$ cat config.mk
export PLATFORM = sky130hd
export DESIGN_NAME = fan_curve_controller_core
export DESIGN_NICKNAME = d
export VERILOG_FILES = /design/src/fcc_pkg.sv /design/src/fan_curve_controller_core.sv
export SDC_FILE = /design/constraint.sdc
export NUM_CORES = 2
export LEC_CHECK = 0
export BUFFER_PORTS_ARGS = -buffer_cell sky130_fd_sc_hd__buf_2
export CORE_MARGIN = 5
export CORE_UTILIZATION = 49
export CTS_CLUSTER_SIZE = 16
export DETAILED_ROUTE_END_ITERATION = 6
export GPL_TIMING_DRIVEN = 0
export PLACE_DENSITY = 0.69
export SYNTH_ARGS = -nofsm -noshare
export SYNTH_HDL_FRONTEND = slang
export SYNTH_SLANG_ARGS = --single-unit
$ cat constraint.sdc
create_clock -name clk_i -period 20.5 [get_ports clk_i]
set_input_delay 3.075 -clock clk_i [delete_from_list [all_inputs] [get_ports clk_i]]
set_output_delay 3.075 -clock clk_i [all_outputs]
set_load 0.03 [all_outputs]
$ cat src/fcc_pkg.sv
// ----------------------------------------------------------------------------
// fcc_pkg
// types, constants and state codes for the fan curve controller
// ----------------------------------------------------------------------------
package fcc_pkg;

  localparam int CURVE_POINTS = 16;
  localparam int IDX_W = (CURVE_POINTS > 1) ? $clog2(CURVE_POINTS) : 1;
  localparam int CNT_W = $clog2(CURVE_POINTS + 1);

  localparam int MILLI_PER_DEGREE = 1000;
  // reciprocal of 1000 scaled by 2^26, exact for readings below 2^18
  localparam logic [16:0] RECIP_1000 = 17'd67109;
  localparam int RECIP_SHIFT = 26;
  localparam int Q16_ONE = 65536;
  localparam int Q16_HALF = 32768;
  localparam logic [6:0] EMPTY_CURVE_LEVEL = 7'd15;
  localparam logic [16:0] ALPHA_RESET = 17'd6554;
  localparam logic [7:0] HYST_RESET = 8'd5;

  localparam logic [1:0] CFG_ALPHA_WEIGHT = 2'd0;
  localparam logic [1:0] CFG_HYSTERESIS = 2'd1;
  localparam logic [1:0] CFG_CURVE_LENGTH = 2'd2;

  localparam logic KIND_SAMPLE = 1'b0;
  localparam logic KIND_LOAD = 1'b1;

  typedef struct packed {
    logic        kind;
    logic [17:0] reading_millideg;
    logic [3:0]  point_index;
    logic [7:0]  point_temp;
    logic [6:0]  point_level;
  } fcc_in_t;

  typedef struct packed {
    logic [7:0] raw_degrees;
    logic [7:0] smoothed_degrees;
    logic [6:0] curve_level;
    logic [6:0] fan_level;
  } fcc_out_t;

  typedef enum logic [2:0] {
    ST_IDLE,
    ST_DIV,
    ST_MUL_NEW,
    ST_MUL_OLD,
    ST_AVG,
    ST_SMOOTH,
    ST_SCAN,
    ST_HYST
  } fcc_state_e;

endpackage

$ cat src/fan_curve_controller_core.sv
// ----------------------------------------------------------------------------
// fan_curve_controller_core
// one sensor channel: millidegree to degree conversion, moving average,
// step-function curve lookup and falling-edge hysteresis
// ----------------------------------------------------------------------------
//  channel   direction  handshake                   payload
//  command   in         start / busy                item_i   (fcc_in_t)
//  result    out        result_valid_o, 1 cycle     result_o (fcc_out_t)
//  config    in         cfg_valid_i / cfg_ready_o   cfg_index_i, cfg_data_i
//
//  a curve load completes in the cycle of its transfer and keeps busy low
//  a sample keeps busy high through ST_DIV, dividing by 1000 through the
//  shared 17x24 multiplier, ST_MUL_NEW, ST_MUL_OLD and ST_AVG through it and
//  the adder for the average except on the first sample, ST_SMOOTH to round,
//  ST_SCAN for the curve lookup, ST_HYST for hysteresis; the strobe comes next
//  reset restores configuration defaults, clears average and hysteresis state, not the curve
//  results cannot be stalled; the next command may start in the strobe cycle
// ----------------------------------------------------------------------------
module fan_curve_controller_core
  import fcc_pkg::*;
(
  input  logic        clk_i,
  input  logic        rst_ni,
  input  logic        start,
  output logic        busy,
  input  fcc_in_t     item_i,
  output logic        result_valid_o,
  output fcc_out_t    result_o,
  input  logic        cfg_valid_i,
  output logic        cfg_ready_o,
  input  logic [1:0]  cfg_index_i,
  input  logic [16:0] cfg_data_i
);

  fcc_state_e state_q, state_d;

  logic [16:0] alpha_q;
  logic [7:0]  hyst_q;
  logic [4:0]  len_q;

  logic [7:0]  curve_temps [CURVE_POINTS];
  logic [6:0]  curve_levels [CURVE_POINTS];

  logic [17:0] reading_q, reading_d;
  logic [7:0]  raw_q, raw_d;
  logic [23:0] acc_q, acc_d;
  logic [40:0] prod_q, prod_d;
  logic [23:0] avg_q, avg_d;
  logic        seeded_q, seeded_d;
  logic [7:0]  smooth_q, smooth_d;
  logic [CNT_W-1:0] n_q, n_d;
  logic [CNT_W-1:0] idx_q, idx_d;
  logic [6:0]  lvl_q, lvl_d;
  logic [6:0]  held_q, held_d;
  logic [7:0]  last_q, last_d;
  logic        res_valid_q, res_valid_d;
  fcc_out_t    res_q, res_d;

  logic        cmd_xfer;
  logic [16:0] alpha_c;
  logic [16:0] mul_x;
  logic [23:0] mul_y;
  logic [40:0] mul_p;
  logic [40:0] prod_rnd;
  logic [24:0] avg_rnd;
  logic [CNT_W-1:0] len_c;
  logic [8:0]  hyst_sum;

  assign cmd_xfer = start && !busy;
  assign busy = (state_q != ST_IDLE);
  assign cfg_ready_o = 1'b1;
  assign result_valid_o = res_valid_q;
  assign result_o = res_q;

  assign alpha_c = (alpha_q > 17'(Q16_ONE)) ? 17'(Q16_ONE) : alpha_q;
  assign len_c = (32'(len_q) > CURVE_POINTS) ? CNT_W'(CURVE_POINTS) : CNT_W'(len_q);

  // shared multiplier
  always_comb begin
    case (state_q)
      ST_DIV: begin
        mul_x = RECIP_1000;
        mul_y = 24'(reading_q);
      end
      ST_MUL_OLD: begin
        mul_x = 17'(Q16_ONE) - alpha_c;
        mul_y = avg_q;
      end
      default: begin
        mul_x = alpha_c;
        mul_y = 24'(raw_q);
      end
    endcase
  end
  assign mul_p = 41'(mul_x) * 41'(mul_y);

  assign prod_rnd = prod_q + 41'(Q16_HALF);
  assign avg_rnd = {1'b0, avg_q} + 25'(Q16_HALF);
  assign hyst_sum = {1'b0, smooth_q} + {1'b0, hyst_q};

  // configuration registers
  always_ff @(posedge clk_i or negedge rst_ni) begin
    if (!rst_ni) begin
      alpha_q <= ALPHA_RESET;
      hyst_q <= HYST_RESET;
      len_q <= '0;
    end else if (cfg_valid_i && cfg_ready_o) begin
      case (cfg_index_i)
        CFG_ALPHA_WEIGHT: alpha_q <= cfg_data_i;
        CFG_HYSTERESIS:   hyst_q <= cfg_data_i[7:0];
        CFG_CURVE_LENGTH: len_q <= cfg_data_i[4:0];
        default: ;
      endcase
    end
  end

  // curve table
  always_ff @(posedge clk_i) begin
    if (cmd_xfer && item_i.kind == KIND_LOAD && 32'(item_i.point_index) < CURVE_POINTS) begin
      curve_temps[IDX_W'(item_i.point_index)] <= item_i.point_temp;
      curve_levels[IDX_W'(item_i.point_index)] <= item_i.point_level;
    end
  end

  always_ff @(posedge clk_i or negedge rst_ni) begin
    if (!rst_ni) begin
      state_q <= ST_IDLE;
      avg_q <= '0;
      seeded_q <= 1'b0;
      held_q <= '0;
      last_q <= '0;
      res_valid_q <= 1'b0;
      idx_q <= '0;
      n_q <= '0;
    end else begin
      state_q <= state_d;
      avg_q <= avg_d;
      seeded_q <= seeded_d;
      held_q <= held_d;
      last_q <= last_d;
      res_valid_q <= res_valid_d;
      idx_q <= idx_d;
      n_q <= n_d;
    end
  end

  always_ff @(posedge clk_i) begin
    reading_q <= reading_d;
    raw_q <= raw_d;
    acc_q <= acc_d;
    prod_q <= prod_d;
    smooth_q <= smooth_d;
    lvl_q <= lvl_d;
    res_q <= res_d;
  end

  always_comb begin
    state_d = state_q;
    reading_d = reading_q;
    raw_d = raw_q;
    acc_d = acc_q;
    prod_d = prod_q;
    avg_d = avg_q;
    seeded_d = seeded_q;
    smooth_d = smooth_q;
    n_d = n_q;
    idx_d = idx_q;
    lvl_d = lvl_q;
    held_d = held_q;
    last_d = last_q;
    res_valid_d = 1'b0;
    res_d = res_q;

    case (state_q)
      ST_IDLE: begin
        if (cmd_xfer && item_i.kind == KIND_SAMPLE) begin
          reading_d = item_i.reading_millideg;
          state_d = ST_DIV;
        end
      end
      ST_DIV: begin
        raw_d = mul_p[RECIP_SHIFT+8] ? 8'd255 : mul_p[RECIP_SHIFT+7:RECIP_SHIFT];
        if (seeded_q) begin
          state_d = ST_MUL_NEW;
        end else begin
          avg_d = {raw_d, 16'd0};
          seeded_d = 1'b1;
          state_d = ST_SMOOTH;
        end
      end
      ST_MUL_NEW: begin
        acc_d = mul_p[23:0];
        state_d = ST_MUL_OLD;
      end
      ST_MUL_OLD: begin
        prod_d = mul_p;
        state_d = ST_AVG;
      end
      ST_AVG: begin
        avg_d = acc_q + prod_rnd[39:16];
        state_d = ST_SMOOTH;
      end
      ST_SMOOTH: begin
        smooth_d = avg_rnd[24] ? 8'd255 : avg_rnd[23:16];
        n_d = len_c;
        idx_d = '0;
        if (len_c == '0) begin
          lvl_d = EMPTY_CURVE_LEVEL;
          state_d = ST_HYST;
        end else begin
          lvl_d = curve_levels[0];
          state_d = ST_SCAN;
        end
      end
      ST_SCAN: begin
        if (idx_q == n_q || smooth_q < curve_temps[idx_q[IDX_W-1:0]]) begin
          state_d = ST_HYST;
        end else begin
          lvl_d = curve_levels[idx_q[IDX_W-1:0]];
          idx_d = idx_q + CNT_W'(1);
        end
      end
      ST_HYST: begin
        if (lvl_q > held_q || (lvl_q < held_q && hyst_sum <= {1'b0, last_q})) begin
          held_d = lvl_q;
          last_d = smooth_q;
        end
        res_d.raw_degrees = raw_q;
        res_d.smoothed_degrees = smooth_q;
        res_d.curve_level = lvl_q;
        res_d.fan_level = held_d;
        res_valid_d = 1'b1;
        state_d = ST_IDLE;
      end
      default: begin
        state_d = ST_IDLE;
      end
    endcase
  end

  // a result strobe lasts one cycle
  assert property (@(posedge clk_i) disable iff (!rst_ni)
    result_valid_o |=> !result_valid_o)
    else $error("result strobe longer than one cycle");

  // a sample transfer makes the block busy
  assert property (@(posedge clk_i) disable iff (!rst_ni)
    (start && !busy && item_i.kind == KIND_SAMPLE) |=> busy)
    else $error("sample transfer did not start processing");

  // the scan index never passes the curve length
  assert property (@(posedge clk_i) disable iff (!rst_ni)
    (state_q == ST_SCAN) |-> (idx_q <= n_q))
    else $error("curve scan ran past the curve length");

  // once seeded the average stays seeded
  assert property (@(posedge clk_i) disable iff (!rst_ni)
    seeded_q |=> seeded_q)
    else $error("average seed flag dropped");

endmodule
; After elaboration in Yosys (flattened, before gate mapping)
; Memories as Yosys holds them, arrays and structs flattened.
; Index checks and enable logic that the tools add are counted.
[word_totals]
register_bits = 219
mem_bits_rw = 240
in_bits = 61
output_inout_bits = 33
wordCells = 93
mem_count = 2
[classes]
addsub = 6
mul = 1
n_lt_le_gt_ge = 6
n_eq_ne = 14
muxes = 21
bitwise = 1
n_reduce_logical = 21
[memory_table]
columns = memory, depth, word_bits, rd, rd_clocked_by_memory_dff, write_ports, line_no
row1 = curve_temps, 16, 8, 1, 0, 1, fan_curve_controller_core.sv:41  ; logic [7:0] curve_temps [CURVE_POINTS];
row2 = curve_levels, 16, 7, 2, 0, 1, fan_curve_controller_core.sv:42  ; logic [6:0] curve_levels [CURVE_POINTS];
[ops]
columns = op, n
row1 = $pmux 24 s2, 2
row2 = $add 40x16->40 const B, 1
row3 = $mul 17x24->40, 1
row4 = $pmux 17 s2, 1
row5 = $add 24x16->25 const B, 1
row6 = $add 24x24->24, 1
row7 = $mux 24, 1
row8 = $pmux 3 s8, 1
row9 = $mux 7, 3
row10 = $gt 17x17->1 const B, 1
row11 = $mux 17, 1
row12 = $sub 17x17->17 const A, 1
row13 = $reduce_and 2->1, 8
row14 = $pmux 7 s2, 1
row15 = $eq 3x3->1 const B, 4
row16 = $mux 5, 2
row17 = $pmux 5 s2, 1
row18 = $add 8x8->9, 1
row19 = $le 9x8->1, 1
row20 = $mux 3, 3
row21 = $lt 8x8->1, 1
row22 = $mux 8, 1
row23 = $ne 2x2->1 const B, 4
row24 = $gt 7x7->1, 1
row25 = other kinds (18), 27

; Depth between registers and ports, before layout
[logic_depth]
word_depth = 8
mapped_depth = 36
ltp_nobuf = 31

; Worst setup path before layout
; No wires, ideal clock.
[synth_path]
kind = reg2reg
startpoint = register alpha_q[16]
endpoint = register raw_q[7] (data pin)
setup_ns = 0.262
t_arrival_ns = 7.884
required_ns = 20.238
setup_slack_ns = 12.354
path_stages_with_launch = 32
n_path_buf = 5
period_less_slack_ns = 8.146
cell_sequence = dfrtp_1 clkbuf_1 inv_1 clkbuf_1 nand2_1 ha_1 clkbuf_1 nand2_1 a2111o_1 nor3_1 nor2_1 a31oi_2 buf_2 nand3_1 fa_1 inv_1 fa_1 fa_1 fa_1 fa_1 inv_1 fa_1 inv_1 ha_1 nand3_1 or2_4 o31ai_4 a211oi_1 a311oi_2 xor2_2 buf_6 or2_2
[synth_via]
elab_chain_cells = 6
[synth_rtl]
columns = element, line_no
row1 = "start, declared", fan_curve_controller_core.sv:37  ; logic [16:0] alpha_q;
row2 = "start signal, assigned", fan_curve_controller_core.sv:109  ; CFG_ALPHA_WEIGHT: alpha_q <= cfg_data_i;
row3 = $gt 17x17->1, fan_curve_controller_core.sv:75  ; assign alpha_c = (alpha_q > 17'(Q16_ONE)) ? 17'(Q16_ONE) : alpha_q;
row4 = $mux 17 (*), fan_curve_controller_core.sv:75
row5 = $sub 17x17->17, fan_curve_controller_core.sv:86  ; mul_x = 17'(Q16_ONE) - alpha_c;
row6 = $pmux 17 s2 (*), fan_curve_controller_core.sv:80  ; case (state_q)
row7 = $mul 17x24->40 (*), fan_curve_controller_core.sv:95  ; assign mul_p = 41'(mul_x) * 41'(mul_y);
row8 = named net mul_p[34], fan_curve_controller_core.sv:63  ; logic [40:0] mul_p;
row9 = $mux 8 (*), fan_curve_controller_core.sv:182  ; raw_d = mul_p[RECIP_SHIFT+8] ? 8'd255 : mul_p[RECIP_SHIFT+7:RECIP_SHIFT];
row10 = "end signal, assigned", fan_curve_controller_core.sv:149  ; raw_q <= raw_d;
row11 = "end, declared", fan_curve_controller_core.sv:45  ; logic [7:0] raw_q, raw_d;
; The timed path passes the listed nets; every way through them passes the cells marked *.
; A chain may end at the register's enable or synchronous reset.

; Worst setup path after layout
[layout_path]
startpoint = register alpha_q[16]
endpoint = register prod_q[39] (data pin)
[layout_via]
elab_chain_cells = 5
[layout_rtl]
columns = element, line_no
row1 = $gt 17x17->1, fan_curve_controller_core.sv:75
row2 = $mux 17 (*), fan_curve_controller_core.sv:75
row3 = $sub 17x17->17, fan_curve_controller_core.sv:86
row4 = $pmux 17 s2 (*), fan_curve_controller_core.sv:80
row5 = $mul 17x24->40 (*), fan_curve_controller_core.sv:95
row6 = named net mul_p[39], fan_curve_controller_core.sv:63
row7 = "end signal, assigned", fan_curve_controller_core.sv:151  ; prod_q <= prod_d;
row8 = "end, declared", fan_curve_controller_core.sv:47  ; logic [40:0] prod_q, prod_d;
; Marked as above.

==> summary.txt <==
STA
  – Rel. slew slack: 7.15%
  – Setup ws final: between 9 and 10 ns
  – Minimum clock period: roughly 11 ns
  – Layout Skew: 0.0134 ns
  – Final period utilization: 51.2%
  – Fin Setup TNS: 0 ns
  – RSZ-0062 raised after global routing: false
  – Final Hold Vio Count: 0
  – Fmax: between 90 and 100 MHz
  – # setup viols final: 0
  – Worst slew pin tran: between 1 and 1.5 ns
  – Slew Limit Fails: 0
  – WHS: 0.493 ns

Floorplanning
  – Top Ports: 94
  – Rows: 95
  – Die area: 72300 um^2
  – Die Wd: about 270 um
  – Core ar.: 66800 um^2
  – Starting Density: between 40% and 50%
  – Die H: 269 um

Final layout
  – Final core utilization: 54.5%
  – Diode count: 0
  – Share of layout cells above drive strength 1: 12.7%
  – Commonest cells after routing, fill and taps aside: 440 x inv_1, 360 x edfxtp_1, 351 x nand2_1, 330 x fa_1, 168 x ha_1
  – Synth-to-Final Area Change: 10.9%
  – Most common cell after layout, fill and taps aside: inv_1
  – Nets: approximately 3600

Yosys
  – Yosys top cell area share: about a third
  – Count of cell types in the netlist: 84
  – Post-synthesis cell count: 2887
  – Syn. warnings: 0
  – Compound-cell area share of the yosys netlist: about 6.5%
  – EDFF count, synth: 360
  – Leading post-synthesis cells by cell area: edfxtp_1 33%, fa_1 20%, ha_1 6.4%
  – Adder-cell area share of the yosys netlist: a little over a quarter
  – Asr flop ratio synth: roughly a fifth
  – Post-Synth XOR/XNOR Area: under 10%
  – Synth Area in Simple Gates: between 10% and 20%
  – Synthesized area per cell: roughly 11 um^2
  – Mux share of post-synthesis cell area: 6.83%
  – Largest family of logic cells by synthesized area: adder cells
  – Register area share after synthesis: between 30% and 40%
  – Net Count, Synth: roughly 3400
  – Post-Syn Area: 32800 um^2
  – Yosys top cell by area: edfxtp_1
  – Ys flop type: edfxtp_1
  – Register bit total from synthesis: roughly 440

Clocking
  – CTS max path bufs: 3
  – TritonCTS Buffers: 48
  – CTS tree: done
  – Clock transition at path regs: ~0.06 ns
  – H-tree levels: 2
  – Setup bufs post-CTS: 0
  – Clock Latency Late Sink: 0.60 ns
  – Clock Sinks: 444
  – CTS resizes: 0
  – CTS Root Cell: clkbuf_16
  – Post-CTS Hold Fix Bufs: 0

GRT
  – First-pass GRT wire length: ~140000 um
  – Largest net degree at the start of global routing: 44
  – Grt total ovfl: 0
  – Initial antenna violation count: 0
  – Global Route Usage Sum: 26.4%
  – Vias in the first global route: between 20000 and 25000

Place
  – Dpl hpwl: roughly 73000 um
  – IO Port Bufs: about 90
  – Pre-CTS WS: 10.22 ns
  – Routability cong.: between 0.9 and 1

Routing
  – Routed Antenna Nets: 0
  – DR vias: between 20000 and 25000
  – Initial DRC count: approximately 2100
  – Routed wire per std cell: between 20 and 25 um
  – DR pass1 iterations: 5
  – Via density: roughly 5.8
  – Drc violations: 0
  – Post-Route WL: 94600 um

Worst setup path
  – CP Launch Type: register
  – Slowest cell on the critical path: a311oi_2
  – Worst setup path category: register to register
  – CP Max Fanout: 10
  – Critical path endpoint category: register
  – Critical Path RT: between 20 and 25 ns
  – Arrival time worst endpoint: between 10 and 15 ns
  – CP max stage delay: a little over 1 ns

Min path
  – Min-delay worst type: register to register

Status
  – Outcome: finished clean

Run
  – Max-Cap Viols: 0
==> stage by stage <==
stage	area, um^2	cells
5_1_grt	36400	3963
6_report	36400	3963
4_1_cts	36400	3963
2_1_floorplan	32800	2887
3_3_place_gp	34400	3852
3_5_place_dp	34900	3874
==> final cells by class <==
| cell class | instances | area [um^2] |
|---|---|---|
| Fill cell | 5645 | 30400 |
| Multi-Input combinational cell | 1879 | 17800 |
| Sequential cell | 444 | 12900 |
| Inverter | 443 | 1660 |
| Clock buffer | 63 | 1280 |
| Tap cell | 873 | 1090 |
| Timing Repair Buffer | 114 | 893 |
| Buffer | 121 | 520 |
| Clock inverter | 26 | 263 |
==> cells in the mapped netlist (66+ instances only) <==
cell,instances
edfxtp_1,360
nand2_1,351
nor2_1,162
fa_1,330
o21ai_0,95
mux4_2,74
a21oi_1,66
inv_1,440
nand3_1,97
dfrtp_1,75
ha_1,168
clkbuf_1,87
==> kinds of logic (layout without fill, tap and decap cells) <==
group           Yosys count  count (layout)
simple gates            835             835
buf+inv                 564             767
fa+ha+maj               498             498
flops                   444             444
compound gates          322             322
mux                     127             127
xor+xnor                 96              96
other cells               1               1
==> critical path, delay by kind of cell, from the launching register on <==
kind | cells | cell delay, ns
AO/OA/AOI/OAI | 5 | 2.37
adder cells (fa/ha/maj) | 8 | 3.92
buffers and inverters | 10 | 1.88
flip-flops | 1 | 0.32
multiplexers | 1 | 0.26
AND/OR/NAND/NOR | 7 | 1.49
==> path summary, 6_finish.rpt <==
check | startpoint | endpoint | slack, ns | cells after the start
worst max-delay path | alpha_q[16]$_DFFE_PN0P_ | prod_q[39]$_DFFE_PN_ | 10.0 | 31
worst min-delay path | avg_q[7]$_DFFE_PN0P_ | avg_q[7]$_DFFE_PN0P_ | 0.49 | 2
worst max register to register | alpha_q[16]$_DFFE_PN0P_ | prod_q[39]$_DFFE_PN_ | 10.0 | 31
worst min register to register | avg_q[7]$_DFFE_PN0P_ | avg_q[7]$_DFFE_PN0P_ | 0.49 | 2
max in group asynchronous | rst_ni | avg_q[7]$_DFFE_PN0P_ | 17.40 | 2
min in group asynchronous | rst_ni | hyst_q[5]$_DFFE_PN0P_ | 2.47 | 1
==> sequential cells by signal, indices dropped and copies added, names as in the netlist <==
name and cells:
acc_q 24, alpha_q 17, avg_q 24, curve_levels 112
curve_temps 128, held_q 7, hyst_q 8, idx_q 5
last_q 8, len_q 5, lvl_q 7, n_q 5
prod_q 25, raw_q 8, reading_q 18, result_o 30
result_valid_o 1, seeded_q 1, smooth_q 8, state_q 3
==> layer usage <==
layer	share of wire, %	vias up	global-route usage [%]
li1	-	10000	-
met1	39	11700	34.3
met2	49	1025	44.5
met3	7.5	251	4.09
met4	5.3	0	11.1
met5	0	-	0
Power is not shown: default switching activity piles up to over one toggle a cycle in this logic, so the estimate is an artifact.
